--- src/sv/crc_pkg.sv ---
// shared types, sizes and the to_key helper function of the coordinate rank compressor
package crc_pkg;

    localparam int MAX_ITEMS  = 64;
    localparam int VALUE_BITS = 32;
    localparam int IDX_W      = (MAX_ITEMS > 1) ? $clog2(MAX_ITEMS) : 1;
    localparam int CNT_W      = $clog2(MAX_ITEMS + 1);

    typedef logic signed [VALUE_BITS-1:0] value_t;
    typedef logic [IDX_W-1:0]             idx_t;
    typedef logic [CNT_W-1:0]             cnt_t;

    // input item
    typedef struct packed {
        logic signed [31:0] sample_value;
        logic               block_end;
    } in_t;

    // result item
    typedef struct packed {
        logic [5:0] rank;
        logic [6:0] distinct_count;
        logic       truncated;
        logic       run_end;
    } out_t;

    // controller to datapath
    typedef struct packed {
        logic load;
        idx_t rd_addr;
        logic rank_load;
        logic last;
        logic clear;
    } cmd_t;

    // datapath to controller
    typedef struct packed {
        cnt_t item_count;
    } stat_t;

    // sign-extend the sample, keep the low VALUE_BITS bits
    function automatic value_t to_key(input logic [31:0] raw);
        logic [63:0] ext;
        ext = {{32{raw[31]}}, raw};
        return value_t'(ext[VALUE_BITS-1:0]);
    endfunction

endpackage

--- src/sv/crc_ctrl.sv ---
// controller: load phase and result sequencing
module crc_ctrl (
    input  logic             aclk,
    input  logic             aresetn,
    input  logic             s_valid,
    input  logic             s_block_end,
    output logic             s_ready,
    output logic             m_valid,
    input  logic             m_ready,
    input  crc_pkg::stat_t   stat,
    output crc_pkg::cmd_t    cmd
);

    typedef enum logic [1:0] {
        ST_IDLE,
        ST_FETCH,
        ST_RANK,
        ST_SEND
    } state_t;

    state_t        state_reg, state_next;
    crc_pkg::idx_t idx_reg, idx_next;
    logic          is_last;

    // current result is the last stored element
    assign is_last = ((crc_pkg::CNT_W'(idx_reg) + crc_pkg::CNT_W'(1)) == stat.item_count);

    // next state and commands
    always_comb begin
        state_next    = state_reg;
        idx_next      = idx_reg;
        s_ready       = 1'b0;
        m_valid       = 1'b0;
        cmd.load      = 1'b0;
        cmd.rd_addr   = idx_reg;
        cmd.rank_load = 1'b0;
        cmd.last      = is_last;
        cmd.clear     = 1'b0;
        case (state_reg)
            ST_IDLE: begin
                s_ready = 1'b1;
                if (s_valid) begin
                    cmd.load = 1'b1;
                    if (s_block_end) begin
                        idx_next   = '0;
                        state_next = ST_FETCH;
                    end
                end
            end
            ST_FETCH: begin
                state_next = ST_RANK;
            end
            ST_RANK: begin
                cmd.rank_load = 1'b1;
                state_next    = ST_SEND;
            end
            ST_SEND: begin
                m_valid = 1'b1;
                // prefetch the next stored element while the result waits
                cmd.rd_addr = idx_reg + crc_pkg::IDX_W'(1);
                if (m_ready) begin
                    if (is_last) begin
                        cmd.clear  = 1'b1;
                        state_next = ST_IDLE;
                    end else begin
                        idx_next   = idx_reg + crc_pkg::IDX_W'(1);
                        state_next = ST_RANK;
                    end
                end
            end
            default: begin
                state_next = ST_IDLE;
            end
        endcase
    end

    // state and index
    always_ff @(posedge aclk) begin
        if (!aresetn) begin
            state_reg <= ST_IDLE;
            idx_reg   <= '0;
        end else begin
            state_reg <= state_next;
            idx_reg   <= idx_next;
        end
    end

endmodule

--- config.mk ---
export PLATFORM = sky130hd
export DESIGN_NAME = crc_ctrl
export DESIGN_NICKNAME = d
export VERILOG_FILES = /design/src/sv/crc_pkg.sv /design/src/sv/crc_ctrl.sv
export SDC_FILE = /design/constraint.sdc
export NUM_CORES = 1
export LEC_CHECK = 0
export BUFFER_PORTS_ARGS = -buffer_cell sky130_fd_sc_hd__clkbuf_2
export CORE_MARGIN = 2
export CORE_UTILIZATION = 45
export DETAILED_ROUTE_END_ITERATION = 6
export PLACE_DENSITY_LB_ADDON = 0.25
export SYNTH_ARGS = -nofsm -noshare
export SYNTH_HDL_FRONTEND = slang
export SYNTH_SLANG_ARGS = --single-unit
export TNS_END_PERCENT = 30
--- constraint.sdc ---
create_clock -name aclk -period 2.86 [get_ports aclk]
set_clock_uncertainty 0.2 [all_clocks]
set_input_delay 0.286 -clock aclk [delete_from_list [all_inputs] [get_ports aclk]]
set_output_delay 0.286 -clock aclk [all_outputs]
set_load 0.005 [all_outputs]
# Yosys cells after proc, flatten, opt, wreduce, memory -nomap -nowiden
# Index checks and enable logic that the tools add are counted.
[op_classes]
reduce_logical = 4
n_mux = 19
eq_ne = 8
add_sub_neg = 2
[op_table]
columns = ["op", "count"]
rows = [
  ["$mux 6", 5],
  ["$pmux 6 s2", 1],
  ["$mux 1", 8],
  ["$mux 2", 4],
  ["$ne 2x2->1 const B", 4],
  ["$pmux 2 s4", 1],
  ["$add 6x1->7 const B", 1],
  ["$eq 7x7->1", 1],
  ["$add 6x1->6 const B", 1],
  ["$reduce_and 5->1", 1],
  ["$eq 2x2->1 const B", 2],
  ["$reduce_and 3->1", 1],
  ["$eq 2x1->1 const B", 1],
  ["$logic_not 2->1", 1],
  ["$reduce_bool 2->1", 1],
]
[totals]
ff_bits = 8
out_inout_bits = 12

# Depth between registers and ports, before layout
[depth]
word_depth = 5
ltp_mapped = 8
depth_no_buf = 7

# Worst setup path before layout
# Ideal clock, no wire load.
[synth_path]
path_kind = "reg-to-reg"
start = "register idx_reg[0]"
end = "register idx_reg[2]"
setup_slack_ns = 0.854
setup_ns = 0.120
t_arrival_ns = 1.686
n_path_buf = 0
path_stages_with_launch = 8
cell_sequence = "dfxtp_1 ha_1 xor2_1 a211oi_2 o211ai_2 nor2_2 nor4b_2 o31a_1"
[synth_via]
elab_chain_len = 4
word_cells_on_any_way = 8
cone_classes = "add/sub (2); eq/ne (2); mux (3); reduce/logical (1)"
[synth_rtl]
columns = ["item", "line", "source"]
rows = [
  ["start: declaration", "crc_ctrl.sv:22", "crc_pkg::idx_t idx_reg, idx_next;"],
  ["start signal: assignment", "crc_ctrl.sv:84", "idx_reg <= idx_next;"],
  ["$add 6x1->7", "crc_ctrl.sv:26", "assign is_last = ((crc_pkg::CNT_W'(idx_reg) + crc_pkg::CNT_W'(1)) == stat.item_count);"],
  ["$eq 7x7->1", "crc_ctrl.sv:26", ""],
  ["named net is_last", "crc_ctrl.sv:23", "logic is_last;"],
  ["$ne 2x2->1 (no line)", "n/a", ""],
  ["$reduce_and 5->1 (no line)", "n/a", ""],
]
# The timed path passes the listed nets, and every way through them passes these cells. The select of a mux whose other input is x is not followed.
# A chain may end at the register's enable or synchronous reset.

==> results.txt <==
outcome = finished clean
Int Power = 0.183 mW
worst-path cell chain = ha_1 > nand4_1 > mux2i_1 > nand4_2 > nor2_2 > and2_1 > clkbuf_2
clock network fraction of total power = 36.0%
CP top delay family = simple AND/OR/NAND/NOR gates
Tightest Hold Check Type = in2reg
worst setup path start = idx_reg[0]$_SDFFE_PN0P_
Fill cells = 166
DRC Markers = 0
total CTS buffers = 3
switching pwr = 0.0707 mW
combinational family with the most area after synthesis = simple AND/OR/NAND/NOR gates
Detail Route Antenna Nets = 0
Adder-Cell Fraction of Synth Area = 3.20%
syn avg cell area = 7.90 um2
Finished Core Util = 53.4%
Slew Limit Fails = 0
reg-to-reg startpoint = idx_reg[0]$_SDFFE_PN0P_
nets = 134
DP Wirelength = 1300 um
post-synthesis compound-gate area fraction = 18.1%
Req. time, crit path = 2.37 ns
fraction of registers with async set or reset after synthesis = 0%
Setup CP Type = reg2out
slew margin rel. = 72.3%
vias in the first global route = 667
Most used DFF post-synth = dfxtp_1
Post-Syn Nets = 113
Skew-Pair Late Insertion Delay = 0.26 ns
layout cells sized above 1 = 29.7%
clk root buf = clkbuf_4
sequential area share after synthesis = 20.5%
antenna violations before repair = 0
final hold violations = 0
yosys warns = 0
final worst path period share = 90.8%
I/O pins = 24
drt pass-1 iters = 4
IO Port Bufs = 23
largest net degree at the start of global routing = 17
Sw Ratio = 27.8%
number of synthesized flops with an enable pin = 0
drt total wl = 1710 um
worst path bufs/invs = 1
largest cells by area after synthesis = dfxtp_1 (20%), xor2_1 (7.8%), nand2_1 (5.8%), nand3_1 (5.1%), xnor2_1 (4.5%)
hold_ws = 0.243 ns
Initial Utilization = 46.8%
Initial DRC Count = 15
row count = 15
CTS Sinks = 8
unrepaired setup endpoints after global routing = no
area leader, netlist = dfxtp_1
final setup margin = 0.263 ns
H-tree levels = 1
Leakage Power = 0.402 nW
total inserted antenna cells = 0
Die Y = 45.7 um
most common cell in the netlist = nand2_1
Worst Setup End Kind = primary output
GR Util All Layers = 18.8%
Final setup violation count = 0
GPL Wtd Cong = 0.835
total setup buffers inserted after CTS = 0
PD cells = 285 nW/um2
Max stage delay on crit path = 0.43 ns
CP Max Fanout = 8
clk slew on worst S/H paths = 0.06 ns
Reg power frac = 45.8%
cts hold-fix bufs = 0
Fmax achieved = 385 MHz
#FFs+latches synth = 8
total gr overflow = 0
max FFs per register = 6
actual slew at the worst max-slew pin = 0.415 ns
DIE AREA = 2090 um2
Setup WS pre-CTS = 0.540 ns
Logic pwr share = 18.2%
CTS tree = yes
Synth Cell Area = 782 um2
mux cell area share after synthesis = 1.28%
Setup TNS Final = 0 ns
vias per inst = 5.64
HP Start = aresetn
Core Footprint = 1670 um2
clock buffer depth = 2
Die X = 45.7 um
wire per inst = 12.7 um
leading cell types by count after synthesis = nand2_1 (12), dfxtp_1 (8), nand3_1 (8)
CTS resizes = 0
Setup crit start kind = flop
vias post-DR = 762
Worst Path Arrival = 2.11 ns
Post-Synth XOR/XNOR Area = 12.3%
Max Cap Viol = 0
first-pass GRT wire length = 2830 um
clock period minus worst slack = 2.60 ns
Synth Area in Simple Gates = 37.0%
area grow syn2layout = 14.1%
top-area cell type share of the netlist area = 20.5%
Slowest-stage cell, CP = dfxtp_1
Worst VDD drop = 0.161 mV
Cell variety after synth = 41
Synth Instances = 99
worst paths after layout:
| check | endpoint | slack (ns) | depth (start not counted) |
|---|---|---|---|
| setup reg to reg | idx_reg[2]$_SDFFE_PN0P_ | 0.62 | 7 |
| hold reg to reg | idx_reg[1]$_SDFFE_PN0P_ | 0.33 | 2 |
| hold / removal | idx_reg[2]$_SDFFE_PN0P_ | 0.24 | 2 |
| setup / recovery | cmd[0] | 0.26 | 7 |
power groups by stage:
| stage | registers (mW) | clock network, mW | logic, mW |
|---|---|---|---|
| floorplan | 0.118 | 0 | 0.0264 |
| global placement | 0.119 | 0 | 0.0459 |
| detailed placement | 0.119 | 0 | 0.0460 |
| CTS | 0.116 | 0.0966 | 0.0464 |
| global route | 0.117 | 0.101 | 0.0506 |
| finish | 0.116 | 0.0915 | 0.0463 |
placed cells by master, fill, tap and decap left out, drive strengths merged:
master   netlist  final
nor4b          1      1
dfxtp          8      8
o21a           1      1
nand3          8      8
and3           2      2
mux2i          1      1
ha             2      2
nand4b         1      1
a211oi         1      1
inv            3      3
a31oi          1      1
a31o           3      3
o211ai         2      2
nand3b         1      1
nand4bb        1      1
nand2         12     12
nor2           6      6
xnor2          4      4
nor3b          1      1
xor2           7      7
clkbuf         1     26
o31a           1      1
o21ai          4      4
or3b           3      3
nor2b          3      3
or2            2      2
nand4          4      4
a211o          1      1
and2           4      4
a21oi          4      4
layout make-up:
cell class / instances / area [um2] / share of cell area (%)
inverters: 3 / 11.3 / 1.26
well taps: 17 / 21.3 / 2.38
flip-flops and latches: 8 / 160 / 18.0
clock buffers: 3 / 22.5 / 2.52
repair buffers: 23 / 115 / 12.9
multi-input cells: 81 / 562 / 63.0
worst register-to-register path, stage by stage (launching register included):
cell	delay, ns
dfxtp_1	0.43
ha_1	0.35
nand4_1	0.16
mux2i_1	0.22
nand4_2	0.18
nor2_2	0.21
nor4b_2	0.07
o31a_1	0.31
per-layer routing:
metal | up-vias | wire, um | share of wire, % | track usage [%]
met5 | - | 0 | 0 | 0
met4 | 0 | 13 | 0.76 | 7.06
met3 | 2 | 58 | 3.4 | 3.57
met2 | 23 | 792 | 46 | 28.7
met1 | 350 | 846 | 49 | 25.9
li1 | 387 | - | - | -
logic make-up (layout without fill, tap and decap cells):
family,count (synthesis),count (layout)
compound gates,18,18
flops,8,8
fa+ha+maj,2,2
mux,1,1
xor+xnor,11,11
simple gates,49,49
buf+inv,10,29
through the flow:
stage	instances	cell area (um2)	power, mW
after floorplan	99	782	0.145
after global placement	132	870	0.165
after detailed placement	132	870	0.165
after CTS	135	892	0.259
after global routing	135	892	0.268
final	135	892	0.254
Note: power is estimated with default switching activity, not from simulation.
